## src/rtl/b4f16_pkg.sv

```systemverilog
// Shared types and constants for the base-4 short float codec.
// Depends on nothing; every other file in rtl/ imports it.
package b4f16_pkg;

  // Field widths of the two number formats.
  localparam int unsigned DblW  = 64;
  localparam int unsigned BexpW = 11;
  localparam int unsigned FracW = 52;
  localparam int unsigned ExpW  = 4;
  localparam int unsigned MantW = 11;

  // Exponent offset and saturation value of the short format.
  localparam logic [ExpW-1:0]  EXP_OFF = 4'd6;
  localparam logic [ExpW-1:0]  EXP_MAX = 4'd15;
  localparam logic [MantW-1:0] MANT_MAX   = 11'd2047;
  localparam logic [MantW-1:0] MANT_UNDER = 11'd512;

  // All-ones biased exponent of a double: infinity or NaN.
  localparam logic [BexpW-1:0] BEXP_SPECIAL = 11'h7FF;

  // Half of the rounded-up biased exponent at the edges of the short range:
  // below HALF_LOW the short exponent would go negative, above HALF_HIGH past 15.
  localparam logic [BexpW-1:0] HALF_LOW  = 11'd505;
  localparam logic [BexpW-1:0] HALF_HIGH = 11'd520;

  // Biased double exponent of the decoded value is top bit + 2*exp + DEC_BIAS.
  localparam logic [BexpW-1:0] DEC_BIAS = 11'd999;

  // Operation carried in tuser.
  typedef enum logic {
    OP_ENCODE = 1'b0,
    OP_DECODE = 1'b1
  } b4f16_op_t;

  // One short float.
  typedef struct packed {
    logic             sign;
    logic [ExpW-1:0]  expo;
    logic [MantW-1:0] mant;
  } b4f16_short_t;

endpackage

```

## src/rtl/b4f16_encoder.sv

```systemverilog
// Combinational encoder from a double bit pattern to the base-4 short float.
// Depends on b4f16_pkg.
module b4f16_encoder (
  input  logic [63:0]                dbl,
  output b4f16_pkg::b4f16_short_t    short_o
);
  import b4f16_pkg::*;

  logic [BexpW-1:0] bexp;
  logic [FracW-1:0] frac;
  logic [BexpW:0]   bexp_up;
  logic [BexpW-1:0] half;
  logic [BexpW-1:0] k_full;
  logic [MantW-1:0] mant_norm;

  assign bexp = dbl[62:52];
  assign frac = dbl[51:0];

  // An odd binary exponent is made even by halving the fraction, so the
  // base-4 exponent follows from half the rounded-up biased exponent.
  assign bexp_up   = {1'b0, bexp} + {{BexpW{1'b0}}, 1'b1};
  assign half      = bexp_up[BexpW:1];
  assign k_full    = half - HALF_LOW;
  assign mant_norm = bexp[0] ? {2'b01, frac[51:43]} : {1'b1, frac[51:42]};

  // Special values first, then saturation at either end of the range.
  always_comb begin
    short_o.sign = dbl[63];
    short_o.expo = k_full[ExpW-1:0];
    short_o.mant = mant_norm;
    if ((bexp == BEXP_SPECIAL && frac != '0) || (bexp == '0 && frac == '0)) begin
      short_o.sign = 1'b0;
      short_o.expo = EXP_OFF;
      short_o.mant = '0;
    end else if (bexp == BEXP_SPECIAL || half > HALF_HIGH) begin
      short_o.expo = EXP_MAX;
      short_o.mant = MANT_MAX;
    end else if (bexp == '0 || half < HALF_LOW) begin
      short_o.expo = '0;
      short_o.mant = MANT_UNDER;
    end
  end

endmodule

```

## src/rtl/b4f16_decoder.sv

```systemverilog
// Combinational decoder from the base-4 short float to the mid-point double.
// Depends on b4f16_pkg.
module b4f16_decoder (
  input  b4f16_pkg::b4f16_short_t short_i,
  output logic [63:0]             dbl
);
  import b4f16_pkg::*;

  logic [MantW:0]   q;
  logic [3:0]       top;
  logic [3:0]       lsh;
  logic [MantW:0]   q_norm;
  logic [BexpW-1:0] bexp;

  // Mid-point of the mantissa cell: 2*mant+1, never zero.
  assign q = {short_i.mant, 1'b1};

  // Position of the leading one in the twelve-bit word.
  always_comb begin
    top = '0;
    for (int i = 0; i <= MantW; i++) begin
      if (q[i]) begin
        top = 4'(i);
      end
    end
  end

  // Normalise so the leading one drops out as the hidden bit.
  assign lsh    = 4'(MantW) - top;
  assign q_norm = q << lsh;
  assign bexp   = {7'b0, top} + {6'b0, short_i.expo, 1'b0} + DEC_BIAS;

  assign dbl = {short_i.sign, bexp, q_norm[MantW-1:0], {(FracW-MantW){1'b0}}};

endmodule

```

## src/rtl/base4_float16_codec.sv

```systemverilog
// Top level of the base-4 short float codec: input register, encoder and
// decoder, result register. Depends on b4f16_pkg, b4f16_encoder, b4f16_decoder.
//
// Use of the block:
//   Input words arrive on in_tvalid/in_tready/in_tdata with the operation
//   in in_tuser (0 encode in_tdata's double, 1 decode its short float).
//   Each input word gives exactly one result word on out_tvalid/out_tready/
//   out_tdata. For an encode the double part of the result is zero; for a
//   decode the short float part is zero.
//   A word passes through the input register, then through the conversion
//   logic into the result register, which drives out_tvalid.
//   Throughput is one word per cycle while the receiver does not stall, set
//   by the single conversion pass between the two registers.
//   While the receiver stalls, the result register holds its word and the
//   input register can still take one more word; in_tready then falls until
//   out_tready returns. in_tready depends on out_tready in the same cycle.
//   A synchronous low rst_n empties both registers; no word is lost or made
//   up afterwards.
module base4_float16_codec (
  input  logic        clk,
  input  logic        rst_n,
  input  logic        in_tvalid,
  output logic        in_tready,
  // double_in[63:0], short_sign_in[64], short_exp_in[68:65], short_mant_in[79:69]
  input  logic [79:0] in_tdata,
  // op[0]
  input  logic [0:0]  in_tuser,
  output logic        out_tvalid,
  input  logic        out_tready,
  // short_sign_out[0], short_exp_out[4:1], short_mant_out[15:5], double_out[79:16]
  output logic [79:0] out_tdata
);
  import b4f16_pkg::*;

  logic                in_valid_r;
  logic [79:0]         in_data_r;
  b4f16_op_t           in_op_r;
  logic                out_valid_r;
  logic                out_valid_nxt;
  logic [79:0]         out_data_r;
  logic [79:0]         out_data_nxt;
  logic                advance;
  logic                in_acc;
  b4f16_short_t        short_in;
  b4f16_short_t        enc_short;
  logic [63:0]         dec_dbl;

  // Flow control: the result register frees up when empty or when taken.
  assign advance   = !out_valid_r || out_tready;
  assign in_tready = !in_valid_r || advance;
  assign in_acc    = in_tvalid && in_tready;

  // Input register.
  always_ff @(posedge clk) begin
    if (!rst_n) begin
      in_valid_r <= 1'b0;
    end else if (in_tready) begin
      in_valid_r <= in_tvalid;
    end
    if (in_acc) begin
      in_data_r <= in_tdata;
      in_op_r   <= b4f16_op_t'(in_tuser[0]);
    end
  end

  assign short_in.sign = in_data_r[64];
  assign short_in.expo = in_data_r[68:65];
  assign short_in.mant = in_data_r[79:69];

  b4f16_encoder u_enc (
    .dbl     (in_data_r[63:0]),
    .short_o (enc_short)
  );

  b4f16_decoder u_dec (
    .short_i (short_in),
    .dbl     (dec_dbl)
  );

  // Select the result of the requested operation; the other part is zero.
  always_comb begin
    case (in_op_r)
      OP_ENCODE: out_data_nxt = {64'b0, enc_short.mant, enc_short.expo, enc_short.sign};
      OP_DECODE: out_data_nxt = {dec_dbl, 16'b0};
      default:   out_data_nxt = '0;
    endcase
  end

  assign out_valid_nxt = advance ? in_valid_r : out_valid_r;

  // Result register.
  always_ff @(posedge clk) begin
    if (!rst_n) begin
      out_valid_r <= 1'b0;
    end else begin
      out_valid_r <= out_valid_nxt;
    end
    if (advance && in_valid_r) begin
      out_data_r <= out_data_nxt;
    end
  end

  assign out_tvalid = out_valid_r;
  assign out_tdata  = out_data_r;

`ifndef SYNTHESIS
  // An accepted word always lands in the input register.
  a_in_load : assert property (@(posedge clk) disable iff (!rst_n)
    in_acc |=> in_valid_r)
    else $error("accepted word did not reach the input register");

  // A pending word moves into the result register when it is free.
  a_advance : assert property (@(posedge clk) disable iff (!rst_n)
    (in_valid_r && advance) |=> out_valid_r)
    else $error("pending word was dropped on its way to the result register");

  // A word held by a full result register keeps its input stage unchanged.
  a_hold : assert property (@(posedge clk) disable iff (!rst_n)
    (in_valid_r && !advance) |=> (in_valid_r && $stable(in_data_r)))
    else $error("input register changed while the result side was stalled");

  // Only one half of a result word is ever non-zero.
  a_one_half : assert property (@(posedge clk) disable iff (!rst_n)
    out_valid_r |-> (out_data_r[79:16] == 64'b0 || out_data_r[15:0] == 16'b0))
    else $error("result word carries both an encode and a decode part");

  // Decoded doubles always have a biased exponent within the short range.
  a_dec_range : assert property (@(posedge clk) disable iff (!rst_n)
    (out_valid_r && out_data_r[79:16] != 64'b0) |->
      (out_data_r[78:68] >= 11'd999 && out_data_r[78:68] <= 11'd1040))
    else $error("decoded exponent out of range");
`endif

endmodule

```

## config.mk

```make
export PLATFORM = sky130hd
export DESIGN_NAME = base4_float16_codec
export DESIGN_NICKNAME = d
export VERILOG_FILES = /design/src/rtl/b4f16_pkg.sv /design/src/rtl/b4f16_encoder.sv /design/src/rtl/b4f16_decoder.sv /design/src/rtl/base4_float16_codec.sv
export SDC_FILE = /design/constraint.sdc
export NUM_CORES = 1
export LEC_CHECK = 0
export ABC_AREA = 0
export BUFFER_PORTS_ARGS = -buffer_cell sky130_fd_sc_hd__buf_2
export CORE_MARGIN = 1
export CORE_UTILIZATION = 57
export CTS_CLUSTER_DIAMETER = 150
export DETAILED_ROUTE_END_ITERATION = 12
export PLACE_DENSITY = 0.86
export SYNTH_ARGS = -nofsm -noshare
export SYNTH_HDL_FRONTEND = slang
export SYNTH_SLANG_ARGS = --single-unit
```

## constraint.sdc

```tcl
create_clock -name clk -period 4.4 [get_ports clk]
set_input_delay 0 -clock clk [delete_from_list [all_inputs] [get_ports clk]]
set_output_delay 0 -clock clk [all_outputs]
set_load 0.01 [all_outputs]
```

==> results of run 1 <==
==> per-stage QoR <==
| step | std cells | worst slack (ps) | area [um2] | total power [mW] | utilization [%] |
|---|---|---|---|---|---|
| 4_1_cts | 789 | 1120 | 7890 | 3.19 | 79.2 |
| 5_1_grt | 789 | 870 | 7890 | 3.31 | 79.2 |
| 6_report | 789 | 1010 | 7890 | 3.23 | 79.2 |
| 2_1_floorplan | 473 | 1420 | 6090 | 1.64 | - |
| 3_3_place_gp | 672 | 1310 | 6420 | 1.70 | 64.5 |
| 3_5_place_dp | 672 | 1120 | 6420 | 1.70 | 64.5 |
==> power groups by stage <==
stage / sequential [mW] / clock, mW / combinational (mW)
floorplan: 1.42 / 0 / 0.221
global placement: 1.43 / 0 / 0.270
detailed placement: 1.43 / 0 / 0.275
CTS: 1.41 / 1.45 / 0.338
global route: 1.42 / 1.51 / 0.379
finish: 1.41 / 1.46 / 0.353
==> cells in the final DEF, fill, tap and decap left out, drive strengths merged, types with 3 or more instances in the layout <==
| cell | instances |
|---|---|
| o21a | 8 |
| nand2 | 17 |
| nand4 | 7 |
| nor3 | 8 |
| ha | 7 |
| conb | 41 |
| nor4 | 20 |
| o31a | 3 |
| a2111oi | 4 |
| a21o | 4 |
| a221oi | 3 |
| xor2 | 6 |
| bufinv | 4 |
| nor2 | 12 |
| nand3 | 7 |
| clkbuf | 17 |
| mux2 | 9 |
| inv | 19 |
| a211oi | 5 |
| a21oi | 28 |
| clkinv | 7 |
| clkinvlp | 3 |
| a31oi | 5 |
| dlygate4sd3 | 85 |
| xnor2 | 6 |
| o21ba | 3 |
| edfxtp | 120 |
| nor2b | 6 |
| buf | 126 |
| and3 | 3 |
| or2 | 3 |
| and2 | 7 |
| o21ai | 21 |
==> per-layer routing <==
metal	track usage, %	part of all wire [%]
met5	0	0
met4	13.8	2.7
met3	8.96	8.5
met2	50.8	51
met1	34.6	38
==> worst reg2reg max path, cell delays in order (launching register included) <==
cell	delay [ps]
sky130_fd_sc_hd__edfxtp_1	740
sky130_fd_sc_hd__ha_1	540
sky130_fd_sc_hd__nand3_1	150
sky130_fd_sc_hd__xor2_1	200
sky130_fd_sc_hd__nand3b_1	230
sky130_fd_sc_hd__a2111oi_4	930
sky130_fd_sc_hd__o21a_1	200
sky130_fd_sc_hd__a31oi_1	90
==> state kept, by name, indices dropped and copies added, names as in the netlist <==
signal / flops
in_data_r: 80
in_op_r: 1
in_valid_r: 1
out_tdata: 39
out_tvalid: 1
==> logic make-up after synthesis <==
| logic type | after synthesis | share of synthesized area, % |
|---|---|---|
| compound gates | 102 | 13.9 |
| xor+xnor | 12 | 1.77 |
| fa+ha+maj | 8 | 1.81 |
| buf+inv | 78 | 9.11 |
| flops | 122 | 61.4 |
| mux | 11 | 2.04 |
| other cells | 1 | 0.0632 |
| simple gates | 99 | 9.89 |
==> cell type report <==
cell class,count,area [um2]
sequential,122,3640
fill,548,2070
multi-input combinational,273,1910
timing repair buffer,211,1480
clock buffer,17,414
clock inverter,15,198
tap,133,166
inverter,18,68.8
==> how the worst max path moves through the flow <==
stage	endpoint	slack (ps)	cells after the start
floorplan	in_data_r[0]$_DFFE_PP_	1420	3
global placement	out_tdata[14]$_SDFFCE_PP0P_	1310	7
detailed placement	out_tdata[14]$_SDFFCE_PP0P_	1120	7
CTS	out_tdata[14]$_SDFFCE_PP0P_	1120	7
global route	out_tdata[14]$_SDFFCE_PP0P_	870	7
finish	out_tdata[14]$_SDFFCE_PP0P_	1010	7
==> metrics.sh, run 1 <==
RUN_STATUS='finished clean'
IR_WORST_VDD_V=0.000347
COREAREA_MM2=0.00995
ROUTED_WIRE_LENGTH_PER_INSTANCE_UM=19.9
LOGIC_PWR_SHARE_PCT=11.0
FINAL-SETUP-VIOL-COUNT=0
INITIALDRTVIOLATIONCOUNT=334
WORST_HOLD_PATH.ENDPOINT='in_data_r[58]$_DFFE_PP_'
WORSTREG2REGSTART='in_data_r[52]$_DFFE_PP_'
WORSTSKEWPAIRLATENCY_PS=540
FINALCRITICALPERIOD_PS=3390
HOLD_PATH_CLASS='in2reg'
SYNTH.AREA.TOP_CELLS='sky130_fd_sc_hd__edfxtp_1 61%, sky130_fd_sc_hd__buf_4 5.4%, sky130_fd_sc_hd__nor4_1 1.8%'
POST_SYNTH.CELL_AREA_AVG_UM2=13.7
TIMING.CRITICAL_PATH.CELLS='ha_1 -> nand3_1 -> xor2_1 -> nand3b_1 -> a2111oi_4 -> o21a_1 -> a31oi_1'
LAYOUT.NETS=736
GRT_ANTENNA_BEFORE_REPAIR=0
TOTAL_POWER_PER_UNIT_CELL_AREA_mW_PER_MM2=409
NUMBER_OF_ENDPOINTS_WITH_NEGATIVE_HOLD_SLACK_IN_THE_FINAL_REPORT=0
MAX-CLOCK-PATH-BUFFERS=2
WORSTSETUPSTARTPOINTTYPE='register'
ANT_NETS=0
TRITONCTS.NUM_BUFFERS=17
POST-ROUTE-DRC-COUNT=0
DRT-TOTAL-WL_UM=15700
TIMING.SETUP.CRITICAL_PATH_CLASS='reg2reg'
WORST_CLOCK_SKEW_PS=16.1
WORST_ENDPOINT_REQUIRED_TIME_PS=4650
TIMING.CRITICAL_PATH.ARRIVAL_PS=3640
POST-SYNTH-TOP-AREA-FRACTION_PCT=60.7
GRTUSAGETOTAL_PCT=29.8
FINALWEIGHTEDCONGESTION=0.868
ASYNC_RESET_FF_SHARE_PCT=0
TRITONCTS='done'
TIMING.CRITICAL_PATH.TO_TYPE='register'
WORST_HOLD_PATH.NUM_CELLS=2
GRT_PASS1_VIAS=4398
SYNTH_WARNINGS=0
ANTENNADIODECOUNT=0
RR_ENDPOINT='out_tdata[14]$_SDFFCE_PP0P_'
WORSTMARGINPINSLEW_PS=1100
NUM_VIAS=4468
P_INT_mW=2.45
CTS_HOLD_BUF=85
CP.BUFFERS_INVERTERS=0
YOSYSSEQAREASHARE_PCT=61.4
GRT_MAX_DEGREE=82
DETAIL_ROUTE.FIRST_PASS.ITERATIONS=5
SYN2LAYOUT_AREA_GROWTH_PCT=32.9
DIE_AREA_MM2=0.0108
MIN_FROM='in_tdata[58]'
MAXCLOCKFREQUENCY_MHz=295
PLACE.PORT_BUFFERS=125
DETAIL_ROUTE.VIAS_PER_CELL=5.66
CRITPATHMAXFANOUT=16
DIE_HEIGHT_UM=104
CRITICAL-PATH-SLOWEST-CELL='sky130_fd_sc_hd__a2111oi_4'
CLOCK_SINK_COUNT=122
SYNTHESIS.INSTANCES=433
HTREE_LEVELS=4
POWER.STATIC_LEAKAGE_nW=3.10
SYNTH.MOST_COMMON_CELL='sky130_fd_sc_hd__edfxtp_1'
TIMING.SLEW.HEADROOM_PCT=26.8
TOP_LEVEL_PORTS=167
SLOWEST_CELL_DELAY_ON_CRITICAL_PATH_PS=930
POSTCTSSETUPREPAIRBUFS=0
YOSYS.AREA.TOP_TYPE='sky130_fd_sc_hd__edfxtp_1'
GRT_PASS1_WL_UM=23600
SETUP-TNS-FINAL_PS=0
HOLD-WORST-SLACK_PS=166
R2R_SETUP_SLK_PS=1010
R2R_CELLS=7
FLOORPLAN.DIE.WIDTH_UM=104
GRT_SETUP_UNREPAIRED='false'
POSTCTSRESIZEDCELLS=0
P_CLK_SHARE_PCT=45.2
INITIAL_UTILIZATION_PCT=59.6
ROWS=36
DETAILEDPLACEMENTHPWL_UM=7880
SYNTH-EDFF-COUNT=120
NET-SWITCHING-POWER_uW=780
CLK_PIN_SLEW_PS=70
GRT_OVERFLOW_TOTAL=0
TIMING_MAX_TRANSITION_VIOLATIONS_FINAL=0
SHARE_OF_POWER_BURNED_IN_REGISTERS_PCT=43.8
SYNTH_TOP_FLOP_CELL='sky130_fd_sc_hd__edfxtp_1'
CRITPATHTOPFAMILY='compound AO/OA/AOI/OAI gates'
NETLIST-CELL-TYPE-COUNT=74
POST-ROUTE-PERIOD-UTIL_PCT=77.1
SYNTH-SEQ-CELLS=122
SWITCHING_PORTION_OF_TOTAL_POWER_PCT=24.2
YOSYS-TOP-CELLS-COUNT='120 x sky130_fd_sc_hd__edfxtp_1, 43 x sky130_fd_sc_hd__buf_4, 17 x sky130_fd_sc_hd__a21oi_1, 17 x sky130_fd_sc_hd__nand2_1, 17 x sky130_fd_sc_hd__nor4_1'
CRIT_START='in_data_r[52]$_DFFE_PP_'
LAYOUT-DRIVE-GT1-SHARE_PCT=31.9
CTS_ROOT_BUFFER='sky130_fd_sc_hd__clkbuf_8'
NUMBER_OF_MAX_CAP_VIOLATIONS=0
MAPPEDNETLISTAREA_MM2=0.00594
No activity file was read; power rests on OpenSTA's default activity.
==> run 2: changes to the inputs <==
--- a/config.mk
+++ b/config.mk
@@ -8,10 +8,10 @@
 export ABC_AREA = 0
 export BUFFER_PORTS_ARGS = -buffer_cell sky130_fd_sc_hd__buf_2
 export CORE_MARGIN = 1
-export CORE_UTILIZATION = 57
+export CORE_UTILIZATION = 47
 export CTS_CLUSTER_DIAMETER = 150
 export DETAILED_ROUTE_END_ITERATION = 12
-export PLACE_DENSITY = 0.86
+export PLACE_DENSITY = 0.76
 export SYNTH_ARGS = -nofsm -noshare
 export SYNTH_HDL_FRONTEND = slang
 export SYNTH_SLANG_ARGS = --single-unit
==> constraint.sdc (replaced) <==
create_clock -name clk -period 2.95 [get_ports clk]
set_input_delay 0 -clock clk [delete_from_list [all_inputs] [get_ports clk]]
set_output_delay 0 -clock clk [all_outputs]
set_load 0.01 [all_outputs]
==> metrics.sh, run 2 (same netlist as run 1, synthesis figures left out) <==
RUN_STATUS='finished clean'
NUMBER_OF_MAX_CAP_VIOLATIONS=0
DETAIL_ROUTE.FIRST_PASS.ITERATIONS=5
WORSTSETUPSTARTPOINTTYPE='register'
TOTAL_POWER_PER_UNIT_CELL_AREA_mW_PER_MM2=584
MAX-CLOCK-PATH-BUFFERS=2
TRITONCTS.NUM_BUFFERS=17
PATH_COMMON_CELL='sky130_fd_sc_hd__nand2_1'
ANTENNADIODECOUNT=0
TIMING_MAX_TRANSITION_VIOLATIONS_FINAL=0
LAYOUT.FILLER_CELLS=831
LAYOUT_COMMONEST_CELL='sky130_fd_sc_hd__buf_2'
GRT_OVERFLOW_TOTAL=0
WORST_HOLD_PATH.NUM_CELLS=2
WORSTSKEWPAIRLATENCY_PS=420
DETAIL_ROUTE.VIAS_PER_CELL=5.07
FINALCRITICALPERIOD_PS=2770
FINALWEIGHTEDCONGESTION=0.928
GRT_MAX_DEGREE=82
DPL_WORST_SLACK_PS=198
SYN2LAYOUT_AREA_GROWTH_PCT=35.2
LAYOUT-DRIVE-GT1-SHARE_PCT=33.2
SETUP-TNS-FINAL_PS=0
TIMING.CRITICAL_PATH.TO_TYPE='register'
POWER.STATIC_LEAKAGE_nW=3.17
LARGEST_REGISTER_FF_COUNT=80
GRT_SETUP_UNREPAIRED='false'
CRITICAL-PATH-SLOWEST-CELL='sky130_fd_sc_hd__or4_1'
TRITONCTS='done'
FLOORPLAN.DIE.WIDTH_UM=114
CLOCK_SINK_COUNT=122
TOP_LEVEL_PORTS=167
CLK_PIN_SLEW_PS=60
WORST_ENDPOINT_REQUIRED_TIME_PS=3120
SETUP_SLACK_PS=184
DETAILEDPLACEMENTHPWL_UM=8060
POST-ROUTE-PERIOD-UTIL_PCT=93.8
MAX_FLOP_REGISTER='in_data_r'
MULTI_INPUT_AREA_MM2=0.00192
DIE_HEIGHT_UM=114
TIMING.CRITICAL_PATH.ARRIVAL_PS=2930
WORSTMARGINPINSLEW_PS=1040
PLACE.PORT_BUFFERS=125
COREAREA_MM2=0.0122
TIMING.SETUP.CRITICAL_PATH_CLASS='reg2reg'
NUMBER_OF_ENDPOINTS_WITH_NEGATIVE_HOLD_SLACK_IN_THE_FINAL_REPORT=0
POST-ROUTE-DRC-COUNT=0
DIE_AREA_MM2=0.0131
GRTUSAGETOTAL_PCT=22.1
INITIALDRTVIOLATIONCOUNT=226
ROUTED_WIRE_LENGTH_PER_INSTANCE_UM=16.1
TIMING.SLEW.HEADROOM_PCT=30.8
R2R_CELLS=9
HOLD_PATH_CLASS='in2reg'
GRT_PASS1_WL_UM=21200
HTREE_LEVELS=4
TIMING.CRITICAL_PATH.CELLS='or4_1 -> nand2_1 -> inv_1 -> ha_1 -> a21o_1 -> a21oi_1 -> xnor2_1 -> nand2_1 -> o21ba_1'
HOLD-WORST-SLACK_PS=289
REGISTER_AREA_MM2=0.00364
IR_WORST_VDD_V=0.000435
GRT_ANTENNA_BEFORE_REPAIR=0
MAXCLOCKFREQUENCY_MHz=362
INITIAL_UTILIZATION_PCT=48.8
FINAL-SETUP-VIOL-COUNT=0
ROWS=40
SLOWEST_CELL_DELAY_ON_CRITICAL_PATH_PS=540
CRITPATHMAXFANOUT=7
LAYOUT.NETS=752
FIN_TOTAL_PWR_mW=4.69
WORST_CLOCK_SKEW_PS=14.2
NUM_VIAS=4256
CTS_ROOT_BUFFER='sky130_fd_sc_hd__clkbuf_16'
GRT_PASS1_VIAS=4296
MOSTFREQUENTLAYOUTCELLS='125 x sky130_fd_sc_hd__buf_2, 120 x sky130_fd_sc_hd__edfxtp_1, 85 x sky130_fd_sc_hd__dlygate4sd3_1'
ANT_NETS=0
DRT-TOTAL-WL_UM=13500
## run 2: area by class of cell
cell class | count | area share [%]
Inverter | 18 | 0.857
Sequential cell | 122 | 45.4
Tap cell | 168 | 2.62
Multi-Input combinational cell | 273 | 23.9
Timing Repair Buffer | 227 | 20.0
Clock inverter | 13 | 1.87
Clock buffer | 19 | 5.39
## run 2: timing repair
| action | in CTS | in global routing |
|---|---|---|
| hold endpoints to repair | 83 | 0 |
| buffers inserted | 0 | 0 |
| gates resized for setup | 0 | 1 |
| hold buffers | 85 | 0 |
| setup endpoints to repair | 0 | 1 |
## run 2: final timing paths
kind	startpoint	end	slack [ps]
worst max-delay path	in_data_r[74]$_DFFE_PP_	out_tdata[75]$_SDFFCE_PN0P_	180
worst min-delay path	in_tdata[8]	in_data_r[8]$_DFFE_PP_	290
worst max register to register	in_data_r[74]$_DFFE_PP_	out_tdata[75]$_SDFFCE_PN0P_	180
worst min register to register	in_data_r[64]$_DFFE_PP_	out_tdata[79]$_SDFFCE_PN0P_	530
## run 2: per-stage QoR
step / utilization, % / cell area [um2] / instances
after floorplan: - / 6090 / 473
after global placement: 54.2 / 6590 / 723
after detailed placement: 54.2 / 6590 / 723
after CTS: 66.0 / 8020 / 840
after global routing: 66.0 / 8030 / 840
final: 66.0 / 8030 / 840
## run 2: worst max-delay path, delay by kind of cell (launching register included)
| family | cells | cell delay, ps |
|---|---|---|
| flops | 1 | 510 |
| compound gates | 3 | 540 |
| xor+xnor | 1 | 250 |
| simple gates | 3 | 820 |
| buf+inv | 1 | 110 |
| fa+ha+maj | 1 | 290 |
## run 2: power by group
| group | switching, mW | internal, mW |
|---|---|---|
| clock | 0.743 | 1.32 |
| combinational | 0.280 | 0.261 |
| sequential | 0.0561 | 2.03 |
| total | 1.08 | 3.61 |
## run 2: layer usage
metal  global-route usage, %  wire length (um)  vias up
met5                       0                 0        -
met4                    9.52               191        0
met3                    5.88               855       21
met2                    40.7              7360      186
met1                    23.7              5140     2018
li1                        -                 -     2031
==> run 3: changes to the inputs <==
--- a/config.mk
+++ b/config.mk
@@ -8,10 +8,11 @@
 export ABC_AREA = 0
 export BUFFER_PORTS_ARGS = -buffer_cell sky130_fd_sc_hd__buf_2
 export CORE_MARGIN = 1
-export CORE_UTILIZATION = 47
+export CORE_UTILIZATION = 41
 export CTS_CLUSTER_DIAMETER = 150
 export DETAILED_ROUTE_END_ITERATION = 12
-export PLACE_DENSITY = 0.76
+export GPL_TIMING_DRIVEN = 0
+export PLACE_DENSITY = 0.68
 export SYNTH_ARGS = -nofsm -noshare
 export SYNTH_HDL_FRONTEND = slang
 export SYNTH_SLANG_ARGS = --single-unit
==> metrics.sh, run 3 (same netlist as run 1, synthesis figures left out) <==
MAX-CLOCK-PATH-BUFFERS=2
WORSTREG2REGSTART='in_data_r[72]$_DFFE_PP_'
CLK_PIN_SLEW_PS=60
GRT_PASS1_VIAS=4411
LARGEST_REGISTER_FF_COUNT=80
GRT_OVERFLOW_TOTAL=0
TIMING.CRITICAL_PATH.ARRIVAL_PS=3010
IR_WORST_VDD_V=0.000532
POST-ROUTE-PERIOD-UTIL_PCT=95.8
WORST_CLOCK_SKEW_PS=7.12
SWITCHING_PORTION_OF_TOTAL_POWER_PCT=24.7
INITIALDRTVIOLATIONCOUNT=205
WORSTMARGINPINSLEW_PS=628
NUMBER_OF_ENDPOINTS_WITH_NEGATIVE_HOLD_SLACK_IN_THE_FINAL_REPORT=0
POST-ROUTE-DRC-COUNT=0
HOLD_PATH_CLASS='in2reg'
NET-SWITCHING-POWER_mW=1.15
P_INT_mW=3.49
SHARE_OF_POWER_BURNED_IN_REGISTERS_PCT=44.7
ANT_NETS=0
FINALCRITICALPERIOD_PS=2830
LAYOUT-DRIVE-GT1-SHARE_PCT=39.0
LOGIC_PWR_SHARE_PCT=13.5
RUN_STATUS='finished clean'
ROUTED_WIRE_LENGTH_PER_INSTANCE_UM=15.5
MAX_FLOP_REGISTER='in_data_r'
HTREE_LEVELS=4
TIMING.SLEW.HEADROOM_PCT=57.1
NUM_VIAS=4376
R2R_CELLS=10
CTS_ROOT_BUFFER='sky130_fd_sc_hd__clkbuf_16'
DETAIL_ROUTE.FIRST_PASS.ITERATIONS=4
DETAIL_ROUTE.VIAS_PER_CELL=4.85
TRITONCTS='done'
POWER.STATIC_LEAKAGE_nW=3.44
POST_DP_CELL_AREA_MM2=0.00699
INITIAL_UTILIZATION_PCT=42.4
MIN_FROM='in_tdata[57]'
GRT_ANTENNA_BEFORE_REPAIR=0
TIMING.SETUP.CRITICAL_PATH_CLASS='reg2reg'
WORST_ENDPOINT_REQUIRED_TIME_PS=3130
SETUP-TNS-FINAL_PS=0
DESIGN_AREA_MM2=0.00849
WORSTSKEWPAIRLATENCY_PS=430
TOTAL_POWER_PER_UNIT_CELL_AREA_mW_PER_MM2=546
GRT_MAX_DEGREE=46
FINAL-SETUP-VIOL-COUNT=0
DIE_AREA_MM2=0.0150
TRITONCTS.NUM_BUFFERS=17
PLACE.PORT_BUFFERS=125
WORSTSETUPSTARTPOINTTYPE='register'
FLOORPLAN.DIE.WIDTH_UM=122
GRTUSAGETOTAL_PCT=19.8
GRT_PASS1_WL_UM=21800
WORST_HOLD_PATH.ENDPOINT='in_data_r[57]$_DFFE_PP_'
R2R_SETUP_SLK_PS=120
MAXCLOCKFREQUENCY_MHz=354
CRITPATHMAXFANOUT=10
SYN2LAYOUT_AREA_GROWTH_PCT=43.0
CLOCK_SINK_COUNT=122
P_CLK_SHARE_PCT=41.8
DETAILEDPLACEMENTHPWL_UM=8460
DIE_HEIGHT_UM=122
ROWS=43
ANTENNADIODECOUNT=0
TIMING.CRITICAL_PATH.TO_TYPE='register'
LAYOUT.NETS=803
TOP_LEVEL_PORTS=167
DRT-TOTAL-WL_UM=14000
LAYOUT.FILLER_CELLS=1086
RR_ENDPOINT='out_tdata[71]$_SDFFCE_PN0P_'
WORST_HOLD_PATH.NUM_CELLS=2
MOSTFREQUENTLAYOUTCELLS='131 x sky130_fd_sc_hd__buf_2, 120 x sky130_fd_sc_hd__edfxtp_1, 85 x sky130_fd_sc_hd__dlygate4sd3_1'
NUMBER_OF_MAX_CAP_VIOLATIONS=0
TIMING_MAX_TRANSITION_VIOLATIONS_FINAL=0
FINALWEIGHTEDCONGESTION=0.797
COREAREA_MM2=0.0140
LAYOUT_COMMONEST_CELL='sky130_fd_sc_hd__buf_2'
-- run 3: changes by cell type in the layout (fill, tap and decap cells not counted), sizes merged --
cell	delta
clkbuf	+2
clkinvlp	+1
buf	+47
bufinv	-2
inv	+2
clkinv	+1
-- run 3: stage by stage --
| step | power (mW) | hold WS [ps] | utilization, % | worst slack, ps | std cells |
|---|---|---|---|---|---|
| final | 4.64 | 279 | 60.7 | 124 | 903 |
| after global routing | 4.81 | 266 | 60.7 | -21.2 | 903 |
| after floorplan | 2.45 | 98.9 | - | 184 | 473 |
| after CTS | 4.63 | 267 | 60.3 | 16.5 | 899 |
| after detailed placement | 2.61 | 178 | 49.9 | -291 | 780 |
| after global placement | 2.60 | 176 | 49.6 | -491 | 778 |
-- run 3: layer usage --
metal  global-route usage, %  vias up  share of wire (%)
met3                    5.53       32                5.7
met2                    35.7      181                 54
met4                    10.2        0                2.7
li1                        -     2129                  -
met1                    21.0     2034                 38
met5                       0        -                  0
-- run 3: how the worst max path moves through the flow --
| stage | cells after the start | slack (ps) | endpoint | startpoint |
|---|---|---|---|---|
| final | 10 | 120 | out_tdata[71]$_SDFFCE_PN0P_ | in_data_r[72]$_DFFE_PP_ |
| after global routing | 10 | -20 | out_tdata[71]$_SDFFCE_PN0P_ | in_data_r[72]$_DFFE_PP_ |
| after CTS | 10 | 20 | out_tdata[71]$_SDFFCE_PN0P_ | in_data_r[71]$_DFFE_PP_ |
| after detailed placement | 9 | -290 | out_tdata[71]$_SDFFCE_PN0P_ | in_data_r[79]$_DFFE_PP_ |
| after global placement | 2 | -490 | out_tdata[57]$_SDFFCE_PP0P_ | out_tvalid$_SDFFE_PN0P_ |
| after floorplan | 11 | 180 | out_tdata[72]$_SDFFCE_PN0P_ | in_data_r[70]$_DFFE_PP_ |
-- run 3: cell type report --
cell class              instances  area, um2  share of cell area [%]
repair buffers                218       1560                    18.4
flip-flops and latches        122       3640                    42.9
clock buffers                  17        425                    5.01
multi-input cells             273       1970                    23.2
well taps                     180        225                    2.65
inverters                      18       68.8                   0.810
plain buffers                  60        472                    5.56
clock inverters                15        124                    1.46
-- run 3: repair_timing --
| item | 4_1_cts | 5_1_grt |
|---|---|---|
| hold endpoints to repair | 83 | 0 |
| setup endpoints to repair | 8 | 8 |
| pin swaps | 2 | 2 |
| resized for setup | 6 | 7 |
| hold buffers | 85 | 0 |
| setup buffers | 2 | 4 |
| cloned | 0 | 0 |
-- run 3: critical path: stages, from the launching register on --
cell and delay [ps]:
sky130_fd_sc_hd__edfxtp_1 350, sky130_fd_sc_hd__buf_2 190, sky130_fd_sc_hd__o31ai_4 370, sky130_fd_sc_hd__a21oi_4 100, sky130_fd_sc_hd__inv_2 60, sky130_fd_sc_hd__buf_2 220, sky130_fd_sc_hd__ha_1 240, sky130_fd_sc_hd__fa_2 500
sky130_fd_sc_hd__nor4_4 330, sky130_fd_sc_hd__xnor2_1 90, sky130_fd_sc_hd__and2_1 150
-- run 3: power by group through the flow --
stage | clock network (mW) | logic, mW | registers [mW]
floorplan | 0 | 0.331 | 2.12
CTS | 1.95 | 0.603 | 2.07
detailed placement | 0 | 0.500 | 2.11
global route | 2.04 | 0.684 | 2.08
finish | 1.94 | 0.627 | 2.07
global placement | 0 | 0.488 | 2.11
